File: config.mk
export PLATFORM = sky130hd
export DESIGN_NAME = pli_div
export DESIGN_NICKNAME = d
export VERILOG_FILES = /design/src/rtl/pli_pkg.sv /design/src/rtl/pli_div.sv
export SDC_FILE = /design/constraint.sdc
export NUM_CORES = 1
export LEC_CHECK = 0
export ABC_AREA = 1
export BUFFER_PORTS_ARGS = -buffer_cell sky130_fd_sc_hd__buf_2
export CORE_UTILIZATION = 25
export DETAILED_ROUTE_END_ITERATION = 7
export SYNTH_ARGS = -nofsm -noshare
export SYNTH_HDL_FRONTEND = slang
export SYNTH_SLANG_ARGS = --single-unit
File: constraint.sdc
create_clock -name clk -period 4.3 [get_ports clk]
set_input_delay 0.86 -clock clk [delete_from_list [all_inputs] [get_ports clk]]
set_output_delay 0.86 -clock clk [all_outputs]
set_load 0.02 [all_outputs]
File: src/rtl/pli_pkg.sv
// Package for the piecewise linear interpolator: widths, codes, the search
// token that travels along the cell row and the table write bus.
// No dependencies.
package pli_pkg;

  localparam int DATA_W          = 32;
  localparam int CFG_W           = 6;
  localparam int ENTRY_INDEX_W   = 5;
  localparam int TABLE_DEPTH_DEF = 32;
  localparam int QUOT_W          = 34;
  localparam int DIV_STEPS       = 64;

  localparam logic [CFG_W-1:0]  CFG_RESET = CFG_W'(2);
  localparam logic [QUOT_W-1:0] QUOT_CAP  = {1'b1, {(QUOT_W-1){1'b0}}};
  localparam logic [DATA_W-1:0] Y_MAX     = {1'b0, {(DATA_W-1){1'b1}}};
  localparam logic [DATA_W-1:0] Y_MIN     = {1'b1, {(DATA_W-1){1'b0}}};

  localparam logic FUNC_WRITE = 1'b0;
  localparam logic FUNC_QUERY = 1'b1;

  typedef enum logic [1:0] {
    ST_INSIDE = 2'd0,
    ST_BELOW  = 2'd1,
    ST_BEYOND = 2'd2,
    ST_FLAT   = 2'd3
  } status_t;

  typedef enum logic [2:0] {
    S_IDLE,
    S_SEARCH,
    S_DIFF,
    S_MUL,
    S_DLOAD,
    S_DIV,
    S_FINISH
  } state_t;

  // Search token: query value, the pair seen one cell back and the chosen segment
  typedef struct packed {
    logic              vld;
    logic              done;
    logic              need_hi;
    status_t           status;
    logic [DATA_W-1:0] q;
    logic [DATA_W-1:0] prev_x;
    logic [DATA_W-1:0] prev_y;
    logic [DATA_W-1:0] lo_x;
    logic [DATA_W-1:0] lo_y;
    logic [DATA_W-1:0] hi_x;
    logic [DATA_W-1:0] hi_y;
  } tok_t;

  typedef struct packed {
    logic                     valid;
    logic [ENTRY_INDEX_W-1:0] index;
    logic [DATA_W-1:0]        x;
    logic [DATA_W-1:0]        y;
  } wr_t;

endpackage

File: src/rtl/pli_div.sv
// Restoring divider, one quotient bit per cycle: 64-bit dividend by 32-bit
// nonzero divisor, quotient capped at 2^33. Depends on pli_pkg.
module pli_div (
  input  logic                         clk,
  input  logic                         rst_n,
  input  logic                         start,
  input  logic [2*pli_pkg::DATA_W-1:0] dividend,
  input  logic [pli_pkg::DATA_W-1:0]   divisor,
  output logic                         done,
  output logic [pli_pkg::QUOT_W-1:0]   quotient
);
  import pli_pkg::*;

  localparam int DW = 2 * DATA_W;
  localparam int CNT_W = $clog2(DIV_STEPS);

  logic              busy_r;
  logic              done_r;
  logic [CNT_W-1:0]  cnt_r;
  logic [DW-1:0]     dvd_r;
  logic [DW-1:0]     quo_r;
  logic [DATA_W-1:0] rem_r;
  logic [DATA_W-1:0] dvs_r;

  logic [DATA_W:0]   rem_sh;
  logic [DATA_W:0]   rem_sub;
  logic              ge;
  logic              over;

  assign rem_sh  = {rem_r, dvd_r[DW-1]};
  assign rem_sub = rem_sh - {1'b0, dvs_r};
  assign ge      = (rem_sh >= {1'b0, dvs_r});

  always_ff @(posedge clk) begin
    if (!rst_n) begin
      busy_r <= 1'b0;
      done_r <= 1'b0;
      cnt_r  <= '0;
    end else begin
      done_r <= 1'b0;
      if (start) begin
        busy_r <= 1'b1;
        cnt_r  <= '0;
      end else if (busy_r) begin
        cnt_r <= cnt_r + CNT_W'(1);
        if (cnt_r == CNT_W'(DIV_STEPS - 1)) begin
          busy_r <= 1'b0;
          done_r <= 1'b1;
        end
      end
    end
  end

  always_ff @(posedge clk) begin
    if (start) begin
      dvd_r <= dividend;
      dvs_r <= divisor;
      rem_r <= '0;
      quo_r <= '0;
    end else if (busy_r) begin
      dvd_r <= {dvd_r[DW-2:0], 1'b0};
      rem_r <= ge ? rem_sub[DATA_W-1:0] : rem_sh[DATA_W-1:0];
      quo_r <= {quo_r[DW-2:0], ge};
    end
  end

  // anything past 2^33 saturates the final sum anyway
  assign over = (|quo_r[DW-1:QUOT_W]) | (quo_r[QUOT_W-1] & (|quo_r[QUOT_W-2:0]));
  assign quotient = over ? QUOT_CAP : quo_r[QUOT_W-1:0];
  assign done = done_r;

endmodule

-- After elaboration in Yosys (flattened, before gate mapping)
Index checks and enable logic that the tools add are counted.
- $add $sub $neg: 2
- order comparisons: 1
- eq/ne operators: 1
- mux-type cells: 8
- bitwise operators: 4
- reductions and logical operators: 5
- operators with widths (kind ; count):
    2-to-1 mux 64 bit ; 2
    2-to-1 mux 34 bit ; 1
    >= comparator 33 x 32 -> 1 bit ; 1
    OR reduction 33 bit ; 1
    2-to-1 mux 32 bit ; 1
    subtractor 32 bit ; 1
    OR reduction 30 bit ; 1
    adder 6 x 1 -> 6 bit, second input constant ; 1
    == test 6 bit, second input constant ; 1
    2-to-1 mux 1 bit ; 4
    OR reduction 3 bit ; 1
    NOT 1 bit ; 2
    nonzero test 2 bit ; 1
    OR reduction 2 bit ; 1
    AND 1 bit ; 1
    OR 1 bit ; 1
- bits in registers: 200
- input port bits: 99
- output and inout bits: 35
- logic and storage cells: 28

-- Longest topological paths before layout
- word-level depth: 4
- mapped depth: 17
- depth with buffers taken out: 16

-- Worst setup path after synthesis
Ideal clock, no wire load.
- path kind: input-to-reg
- start point: input start
- end point: register dvd_r[0] (enable)
- arrival: 2.954 ns
- required time: 3.846 ns
- path slack: 0.892 ns
- stages: 3
- buffers on the path: 1
- path through: nor2_1 inv_2 clkbuf_1
- word-level cells in the longest chain between the ends: 1
- ends and longest elaborated chain (element ; RTL line ; RTL):
    from (decl) ; pli_div.sv:6 ; input logic start,
    nonzero test 2 bit (no line) ; - ;
    to (signal assigned) ; pli_div.sv:56 ; dvd_r <= dividend;
    to (signal assigned) ; pli_div.sv:61 ; dvd_r <= {dvd_r[DW-2:0], 1'b0};
    to (decl) ; pli_div.sv:20 ; logic [DW-1:0] dvd_r;
No other way between the ends.
A chain may end at the register's enable or synchronous reset.

-- Final worst setup path
- start point: register quo_r[50]
- end point: output quotient[5] in the netlist's numbering
- word-level cells in the longest chain between the ends: 3
- ends and longest elaborated chain (element ; RTL line ; RTL):
    from (decl) ; pli_div.sv:21 ; logic [DW-1:0] quo_r;
    from (signal assigned) ; pli_div.sv:63 ; quo_r <= {quo_r[DW-2:0], ge};
    OR reduction 30 bit ; pli_div.sv:68 ; assign over = (|quo_r[DW-1:QUOT_W]) | (quo_r[QUOT_W-1] & (|quo_r[QUOT_W-2:0]));
    OR 1 bit ; pli_div.sv:68 ;
    2-to-1 mux 34 bit ; pli_div.sv:69 ; assign quotient = over ? QUOT_CAP : quo_r[QUOT_W-1:0];
    to (decl) ; pli_div.sv:10 ; output logic [pli_pkg::QUOT_W-1:0] quotient
No other way between the ends.

==> impl_metrics.ini <==
[floorplan]
die_y_um = 206.2
die_w_um = 206.2
core_sq_um = 41020
dieArea_sq_um = 42510
initial_utilization_pct = 25.41
ios = 134
rows = 74

[routing]
drt-initial-drc-count = 477
final_antenna_net_count = 0
drc = 6
vias = 8833
post_drt_wl_per_cell_um = 12.44
avgViaCountPerCell = 4.275
firstDrtPassIters = 7
wirelength_mm = 25.69

[global_routing]
antenna_found_initial = 3
grt_start_max_net_pins = 77
grt_pass1_wl_mm = 41.99
grt_pass1_vias = 8409
overflow = 0
grt_util_all_layers_pct = 12.51

[layout]
final_cells = 2066
syn2layout_area_growth_pct = 17.57
drive_above_1_share_pct = 12.92
layout.nets = 1653
final_util_pct = 29.87

[clock_tree]
cts_root_buffer = clkbuf_16
cts_resized = 0
cts.sinks = 200
clk_latency_ns = 0.47
htree_levels = 4
cts_hold_buf = 0
cts_buffers = 17
cts_tree = built
clk_pin_slew_ns = 0.07
cts_setup_buffers = 0
cts.path.max_buffers = 2

[worst_setup_path]
path_class = register to output pin
crit_chain = nor4_1 -> nand4_1 -> nor3_1 -> nand2_1 -> nor2_1 -> buf_2
cp.required_ns = 3.44
r2r_start = dvs_r[8]
slowest_delay_ns = 0.65
arrival_ns = 2.76
cp-end-kind = output pin
startpoint_type = register
r2r_cells = 16
r2r_end = rem_r[30]
r2r_slack_ns = 1.68
crit_fanout = 32
cp_slowest_cell = nand2_1

[place]
place_ws_ns = 1.135
numPortBuffers = 133
place.gp.congestion = 0.8921
dp_hpwl_mm = 18.51
placed_cells = 2033

[sta]
slew_violations = 0
holdWs_ns = 0.4716
fmax_mhz = 276.1
grt_setup_unrepaired = false
slew-limit-headroom_pct = 30.19
hold_viol = 0
fin_skew_ns = 0.01519
min_period_over_period_pct = 84.24
setup_tns_ns = 0
worst_pin_slew_ns = 1.046
setup_ws_ns = 0.6775
setup_viol = 0
fin_crit_ns = 3.622

[hold_path]
hold_path_startpoint = rem_r[17]
whs_endpoint = rem_r[17]
hold_class = register to register
min_path_cells = 2

[logic_synthesis]
syn-num-nets = 1541
synthArstFlopShare_pct = 0
synth_edf_count = 96
synth_cell_types = 37
yosys_warnings = 0
postSynthAreaPerCell_sq_um = 7.401
synthFlopType = dfxtp_1
netlist_instances = 1408
ys_ff_latch = 200
ys_seq_area_share_pct = 47.64
syn-cell-area_sq_um = 10420

[job]
drv_cap = 0

[status]
status = complete, but fails checks
violations = design-rule violations

[power_and_ir_drop]
peakVddDrop_mv = 0.2290
cellLeakagePower_uw = 0.006157
powerDensity_nw_per_um2 = 344.3
==> worst max-delay path by stage <==
stage	start	endpoint
2_1_floorplan	start	dvd_r[0]
3_3_place_gp	quo_r[50]	quotient[22]
3_5_place_dp	quo_r[50]	quotient[5]
4_1_cts	quo_r[50]	quotient[5]
5_1_grt	quo_r[54]	quotient[9]
6_report	quo_r[50]	quotient[5]
==> worst max-delay path, delay by kind of cell (launching register included) <==
kind,cells,cell delay (ns)
AND/OR/NAND/NOR,5,1.76
flip-flops,1,0.32
buffers and inverters,1,0.21
==> per-layer routing <==
layer,track usage [%],part of all wire [%],vias to the layer above
met2,20.69,46,134
met4,3.703,1.4,4
met1,15.86,48,4011
met5,0,0.086,-
li1,-,-,4654
met3,3.311,3.9,30
==> where the power goes <==
part           switching (uW)  internal [uW]
sequential               27.8           2100
clock                     885            864
combinational             226            116
total                    1140           3080
==> state kept, by name, indices dropped and copies added (netlist names) <==
signal and cells:
dvd_r 64, quo_r 64, dvs_r 32, rem_r 32, cnt_r 6, busy_r 1, done 1
==> kinds of logic after synthesis <==
family / after synthesis / synth area share (%)
xor gates and xnor gates: 14 / 1.177
buffers and inverters: 275 / 10.24
and+or+nand+nor: 786 / 31.12
adders and majority gates: 34 / 4.154
AOI/OAI and AO/OA: 99 / 5.667
DFF: 200 / 47.64
==> placed cells by master (no fill, tap or decap), types with 7 or more instances in the layout <==
master	synthesis	final
nand2_1	582	582
inv_1	220	219
buf_2	4	132
dfxtp_1	104	104
edfxtp_1	96	96
nor2_1	74	72
nand3_1	66	66
o22ai_1	62	62
ha_1	33	33
a21oi_1	23	23
nand4_1	19	19
clkbuf_16	0	17
xor2_1	13	13
inv_2	11	11
nor4_1	10	10
nand3b_1	9	9
o21ai_0	7	7
==> synthesized netlist by cell type (6+ instances only) <==
| cell type | number | share of area (%) |
|---|---|---|
| nand2_1 | 582 | 21 |
| inv_1 | 220 | 7.9 |
| dfxtp_1 | 104 | 20 |
| edfxtp_1 | 96 | 28 |
| nor2_1 | 74 | 2.7 |
| nand3_1 | 66 | 3.2 |
| o22ai_1 | 62 | 3.7 |
| ha_1 | 33 | 4.0 |
| clkbuf_1 | 27 | 0.97 |
| a21oi_1 | 23 | 1.1 |
| nand4_1 | 19 | 1.1 |
| xor2_1 | 13 | 1.1 |
| inv_2 | 11 | 0.40 |
| nor4_1 | 10 | 0.60 |
| nand3b_1 | 9 | 0.65 |
| buf_1 | 8 | 0.29 |
| o21ai_0 | 7 | 0.34 |
| and2_1 | 6 | 0.36 |
==> metrics by stage <==
step	area (sq um)	total power (uW)
final	12250	4219
after global routing	12250	4420
after CTS	12250	4292
after detailed placement	11600	2520
after global placement	11600	2512
after floorplan	10420	2389
==> layout make-up <==
type | count | area (sq um)
inverter | 231 | 869.6
clock inverter | 15 | 219.0
fill | 4427 | 28770
antenna | 1 | 2.502
timing repair buffer | 137 | 710.7
tap | 532 | 665.6
clock buffer | 17 | 425.4
sequential | 200 | 4965
multi-input combinational | 933 | 4394
(Power assumes the default switching activity.)
