$ cat config.mk
export PLATFORM = sky130hd
export DESIGN_NAME = pli_cell
export DESIGN_NICKNAME = d
export VERILOG_FILES = /design/src/rtl/pli_pkg.sv /design/src/rtl/pli_cell.sv
export SDC_FILE = /design/constraint.sdc
export NUM_CORES = 1
export LEC_CHECK = 0
export BUFFER_PORTS_ARGS = -buffer_cell sky130_fd_sc_hd__clkbuf_2
export CORE_AREA = 2 2 213 215
export CTS_CLUSTER_DIAMETER = 40
export CTS_CLUSTER_SIZE = 12
export DETAILED_ROUTE_END_ITERATION = 6
export DIE_AREA = 0 0 215 217
export GPL_TIMING_DRIVEN = 0
export HOLD_SLACK_MARGIN = 0.03
export PLACE_DENSITY_LB_ADDON = 0.05
export SETUP_SLACK_MARGIN = 0.15
export SLEW_MARGIN = 5
export SYNTH_ARGS = -nofsm -noshare
export SYNTH_HDL_FRONTEND = slang
export SYNTH_SLANG_ARGS = --single-unit
$ cat constraint.sdc
create_clock -name clk -period 13.4 [get_ports clk]
set_input_delay 2.68 -clock clk [delete_from_list [all_inputs] [get_ports clk]]
set_output_delay 2.68 -clock clk [all_outputs]
set_load 0.02 [all_outputs]
$ cat src/rtl/pli_pkg.sv
// Package for the piecewise linear interpolator: widths, codes, the search
// token that travels along the cell row and the table write bus.
// No dependencies.
package pli_pkg;

  localparam int DATA_W          = 32;
  localparam int CFG_W           = 6;
  localparam int ENTRY_INDEX_W   = 5;
  localparam int TABLE_DEPTH_DEF = 32;
  localparam int QUOT_W          = 34;
  localparam int DIV_STEPS       = 64;

  localparam logic [CFG_W-1:0]  CFG_RESET = CFG_W'(2);
  localparam logic [QUOT_W-1:0] QUOT_CAP  = {1'b1, {(QUOT_W-1){1'b0}}};
  localparam logic [DATA_W-1:0] Y_MAX     = {1'b0, {(DATA_W-1){1'b1}}};
  localparam logic [DATA_W-1:0] Y_MIN     = {1'b1, {(DATA_W-1){1'b0}}};

  localparam logic FUNC_WRITE = 1'b0;
  localparam logic FUNC_QUERY = 1'b1;

  typedef enum logic [1:0] {
    ST_INSIDE = 2'd0,
    ST_BELOW  = 2'd1,
    ST_BEYOND = 2'd2,
    ST_FLAT   = 2'd3
  } status_t;

  typedef enum logic [2:0] {
    S_IDLE,
    S_SEARCH,
    S_DIFF,
    S_MUL,
    S_DLOAD,
    S_DIV,
    S_FINISH
  } state_t;

  // Search token: query value, the pair seen one cell back and the chosen segment
  typedef struct packed {
    logic              vld;
    logic              done;
    logic              need_hi;
    status_t           status;
    logic [DATA_W-1:0] q;
    logic [DATA_W-1:0] prev_x;
    logic [DATA_W-1:0] prev_y;
    logic [DATA_W-1:0] lo_x;
    logic [DATA_W-1:0] lo_y;
    logic [DATA_W-1:0] hi_x;
    logic [DATA_W-1:0] hi_y;
  } tok_t;

  typedef struct packed {
    logic                     valid;
    logic [ENTRY_INDEX_W-1:0] index;
    logic [DATA_W-1:0]        x;
    logic [DATA_W-1:0]        y;
  } wr_t;

endpackage

$ cat src/rtl/pli_cell.sv
// One cell of the breakpoint row: holds one (x, y) pair and one stage of the
// search token, which it hands to the next cell every cycle.
// Depends on pli_pkg.
module pli_cell #(
  parameter int IDX = 0,
  parameter int NW  = 6
) (
  input  logic           clk,
  input  logic           rst_n,
  input  pli_pkg::wr_t   wr,
  input  logic [NW-1:0]  n_eff,
  input  logic [NW-1:0]  n_last,
  input  pli_pkg::tok_t  tok_in,
  output pli_pkg::tok_t  tok_out
);
  import pli_pkg::*;

  localparam logic [NW-1:0] K = NW'(IDX);
  localparam bit WRITABLE = (IDX < (1 << ENTRY_INDEX_W));

  logic [DATA_W-1:0] x_r;
  logic [DATA_W-1:0] y_r;
  tok_t              tok_r;
  tok_t              tok_nxt;
  logic              wr_hit;

  assign wr_hit = WRITABLE && wr.valid && (32'(wr.index) == 32'(IDX));

  always_ff @(posedge clk) begin
    if (wr_hit) begin
      x_r <= wr.x;
      y_r <= wr.y;
    end
  end

  always_comb begin
    tok_nxt = tok_in;
    if (tok_in.vld) begin
      if (tok_in.need_hi) begin
        // segment below the first breakpoint: take the second entry as its end
        tok_nxt.hi_x    = x_r;
        tok_nxt.hi_y    = y_r;
        tok_nxt.need_hi = 1'b0;
        tok_nxt.done    = 1'b1;
      end else if (!tok_in.done && (K < n_eff)) begin
        if ($signed(x_r) > $signed(tok_in.q)) begin
          if (IDX == 0) begin
            tok_nxt.lo_x    = x_r;
            tok_nxt.lo_y    = y_r;
            tok_nxt.need_hi = 1'b1;
            tok_nxt.status  = ST_BELOW;
          end else begin
            tok_nxt.lo_x   = tok_in.prev_x;
            tok_nxt.lo_y   = tok_in.prev_y;
            tok_nxt.hi_x   = x_r;
            tok_nxt.hi_y   = y_r;
            tok_nxt.status = ST_INSIDE;
            tok_nxt.done   = 1'b1;
          end
        end else if (K == n_last) begin
          tok_nxt.lo_x   = tok_in.prev_x;
          tok_nxt.lo_y   = tok_in.prev_y;
          tok_nxt.hi_x   = x_r;
          tok_nxt.hi_y   = y_r;
          tok_nxt.status = ST_BEYOND;
          tok_nxt.done   = 1'b1;
        end
      end
      tok_nxt.prev_x = x_r;
      tok_nxt.prev_y = y_r;
    end
  end

  always_ff @(posedge clk) begin
    if (!rst_n) begin
      tok_r.vld <= 1'b0;
    end else begin
      tok_r <= tok_nxt;
    end
  end

  assign tok_out = tok_r;

endmodule

After elaboration in Yosys (flattened, before gate mapping)
Cells that the tools add are included.
{ "totals": {"regBits": 293, "latch_bits": 0, "ram_bits": 0, "romBits": 0, "inputBits": 313, "output_inout_bits": 229, "elab_cells": 35, "memories": 0} }
{ "op_classes": {"add_sub_neg": 0, "multipliers": 0, "div_mod_pow": 0, "magnitude_cmp": 2, "eq_ne": 0, "shifts": 0, "muxes": 15, "bitwise_logic": 0, "n_reduce_logical": 5} }
{ "ops": {"columns": ["operator", "count"], "rows": [
  ["$mux W128", 3],
  ["$mux W192", 1],
  ["$mux W64", 2],
  ["$gt A32 B32 Y1", 1],
  ["$mux W2", 4],
  ["$mux W4", 2],
  ["$logic_not A6 Y1", 1],
  ["$lt A1 B6 Y1 const A", 1],
  ["$logic_not A5 Y1", 1],
  ["$mux W1", 3],
  ["$logic_and A1 B1 Y1", 2],
  ["$logic_not A1 Y1", 1]
]} }

Logic depth before layout (Yosys ltp)
{ "depth": {"ltp_word": 6, "mapped_depth": 11} }

Worst setup path after synthesis
OpenSTA, ideal clock, no wires.
{ "synth_timing": {"path_kind": "input to register", "start": "input wr[67] (netlist name)", "end": "register x_r[0] (enable)", "setup_ns": 0.565, "arrival_ns": 7.703, "required_ns": 12.835, "slack_ns": 5.131, "stages": 2, "path_buffers": 0, "cell_sequence": "or4b_2 -> nor3_1"} }
{ "synth_between": {"elab_chain_cells": 2} }
{ "synth_lines": {"columns": ["element", "line", "text"], "rows": [
  ["start, declared", "pli_cell.sv:10", "input pli_pkg::wr_t wr,"],
  ["$logic_not A5 Y1", "pli_cell.sv:27", "assign wr_hit = WRITABLE && wr.valid && (32'(wr.index) == 32'(IDX));"],
  ["$logic_and A1 B1 Y1", "pli_cell.sv:27", null],
  ["net wr_hit", "pli_cell.sv:25", "logic wr_hit;"],
  ["end signal, assigned", "pli_cell.sv:31", "x_r <= wr.x;"],
  ["end, declared", "pli_cell.sv:21", "logic [DATA_W-1:0] x_r;"]
]} }
The timed path passes the listed nets, and every way through them passes these cells.
A chain may end at the register's enable or synchronous reset.

==> flow_summary.json <==
{
  "status": "finished clean",
  "dp.cells": 1898,
  "dieArea_um2": 46660,
  "cts_buffers": 56,
  "drive_gt1_frac": 0.5845,
  "cts_tree": "built",
  "remaining_drc_errors": 0,
  "critical_path.slowest_cell": "nor4b_1",
  "dp_hpwl_mm": 35.83,
  "grt_max_degree": 100,
  "maxCapViolations": 0,
  "hold_path_class": "register to register",
  "fmax_mhz": 180.9,
  "gp_congestion": 0.7852,
  "synth_area_um2": 12630,
  "cts_max_level": 2,
  "nets": 1701,
  "synthToLayoutAreaGrowth_pct": 43.43,
  "synth-edff-count": 292,
  "grt_pass1_vias": 9575,
  "cp_cell_sequence": "clkbuf_2, inv_1, ha_1, nand2_1, nor2_1, nor4b_1, nand3_1, and3_1, clkbuf_1, clkbuf_1, and3_1, a221o_1",
  "mostFrequentLayoutCell": "clkbuf_2",
  "maxSlewViolCount": 0,
  "cp.depth": 12,
  "crit_path_start": "tok_in[195]",
  "antenna_found_initial": 5,
  "postRouteAntennaNets": 0,
  "yosys_register_bits": 293,
  "ff2ff_path_depth": 10,
  "setup_violations": 0,
  "period_share": 0.4126,
  "startpoint_type": "primary input",
  "avgSynthCellArea_um2": 16.91,
  "wl_per_cell_um": 23.69,
  "cts_max_path_buffers": 3,
  "required_ns": 13.73,
  "start_util": 0.2827,
  "critPathKind": "primary input to register",
  "rr_startpoint": "x_r[3]$_DFFE_PP_",
  "path_max_fanout": 10,
  "core_area_um2": 44700,
  "vias_per_cell": 4.581,
  "cts_sinks": 293,
  "finClkSkew_ns": 0.02665,
  "endpoint_kind": "register",
  "hold_depth": 1,
  "portBuffers": 541,
  "p_leak_nw": 7.788,
  "hp-start": "y_r[23]$_DFFE_PP_",
  "yosysWarnings": 0,
  "syn_nets": 1092,
  "cts_root_buf": "clkbuf_16",
  "ys.flop_type": "edfxtp_1",
  "tightest_slew_ns": 0.8372,
  "max_slew_margin": 0.4419,
  "finalNonFillerCells": 2009,
  "ys_seq_area_frac": 0.6956,
  "rsz0062_at_grt": "false",
  "routed_wirelength_mm": 47.59,
  "num_io_pins": 542,
  "finalHoldViolCount": 0,
  "grt_pass1_wl_mm": 67.54,
  "powerDensity_nw_per_um2": 152.5,
  "tns_ns": 0,
  "crit_buf_inv": 4,
  "track_usage": 0.2003,
  "first_pass_iters": 4,
  "ir_worst_vdd_v": 0.00009991,
  "drt_iter0_markers": 429,
  "critPathTopFamily": "simple AND/OR/NAND/NOR gates",
  "worstSkewPairLatency_ns": 0.60,
  "max_stage_delay_ns": 0.65,
  "overflow": 0,
  "num_rows": 78,
  "clkTransAtPathRegs_ns": 0.05,
  "async_reset_ff_frac": 0,
  "ys_types": 45,
  "cts_hold_buf": 0,
  "fp.dieW_um": 215,
  "num_vias": 9204,
  "syn_inst": 747,
  "min_period_ns": 5.529,
  "layout_common_cells": "clkbuf_2 (540), edfxtp_1 (292), mux2_2 (128)",
  "cts-resized-gates": 0,
  "crit_arrival_ns": 5.86,
  "die_h_um": 217,
  "post_cts_buffers": 0
}
==> stage by stage <==
step | instance area [µm²] | total power [W] | util | hold slack (ns) | setup WS (ns)
after global routing | 18120 | 0.002859 | 0.4053 | 0.6170 | 7.525
after floorplan | 12630 | 0.001239 | - | 0.5609 | 5.131
after global placement | 16090 | 0.001393 | 0.3600 | 0.5831 | 0.8074
after detailed placement | 16240 | 0.001390 | 0.3633 | 0.5841 | 7.164
after CTS | 18110 | 0.002799 | 0.4051 | 0.5955 | 7.769
final | 18120 | 0.002763 | 0.4054 | 0.5891 | 7.871
==> synthesized netlist by cell type (2+ instances only) <==
cell type,instances,area [µm²]
edfxtp_1,292,8768
mux2_2,128,1441
and3_1,46,287.8
a221o_1,44,440.4
inv_1,36,135.1
ha_1,32,400.4
or3_1,19,118.9
o221a_2,18,202.7
a21oi_1,16,80.08
clkbuf_1,13,48.80
nand2_1,11,41.29
buf_2,10,50.05
buf_6,10,112.6
nand3_1,9,45.04
nand4_1,8,50.05
nor2_1,8,30.03
buf_4,5,37.54
nor3_1,4,20.02
o21ai_0,4,20.02
buf_1,3,11.26
o21ai_1,3,15.01
nand2b_1,2,12.51
nand4_2,2,25.02
o21a_1,2,15.01
o221a_1,2,22.52
==> worst paths after layout <==
check,to,slack (ns)
hold reg to reg,tok_out[151]$_DFFE_PP_,0.59
setup / recovery,tok_out[102]$_DFFE_PP_,7.87
setup reg to reg,tok_out[102]$_DFFE_PP_,9.64
hold / removal,tok_out[151]$_DFFE_PP_,0.59
==> area by class of cell <==
cell class                 count  area, µm²
fill                        4381      26580
sequential                   293       8788
multi-input combinational    377       3456
timing repair buffer         551       2850
clock buffer                  65       1456
tap                          600      750.7
clock inverter                40      410.4
buffer                        41      260.3
inverter                      36      135.1
antenna                        6      15.01
==> per-layer routing <==
layer  up-vias  wire [µm]  part of all wire  global-route usage
li1       4267          -                 -                   -
met1      4515      18960              0.40              0.2403
met2       364      24020              0.50              0.3450
met3        56       3830             0.080             0.06751
met4         2        770             0.016             0.05241
met5         -         13           0.00027                   0
==> cells by family (layout without fill, tap and decap cells) <==
group,count (synthesis),after routing,synth area share
other cells,0,6,0
fa+ha+maj,32,32,0.03169
mux,128,128,0.1141
simple gates,118,118,0.05645
compound gates,99,99,0.07091
buf+inv,77,733,0.03129
flops,293,293,0.6956
==> power breakdown <==
group / leakage, nW / internal (W) / switching (W) / total (W)
clock: 0.890 / 0.000898 / 0.000498 / 0.00140
combinational: 4.08 / 0.000114 / 0.000170 / 0.000284
sequential: 2.82 / 0.00107 / 0.0000138 / 0.00108
total: 7.79 / 0.00208 / 0.000682 / 0.00276
==> registers in the layout, summed over array words and instances (netlist names) <==
| name | cells |
|---|---|
| y_r | 32 |
| tok_out | 229 |
| x_r | 32 |
Power figures use the tool's default switching activity.
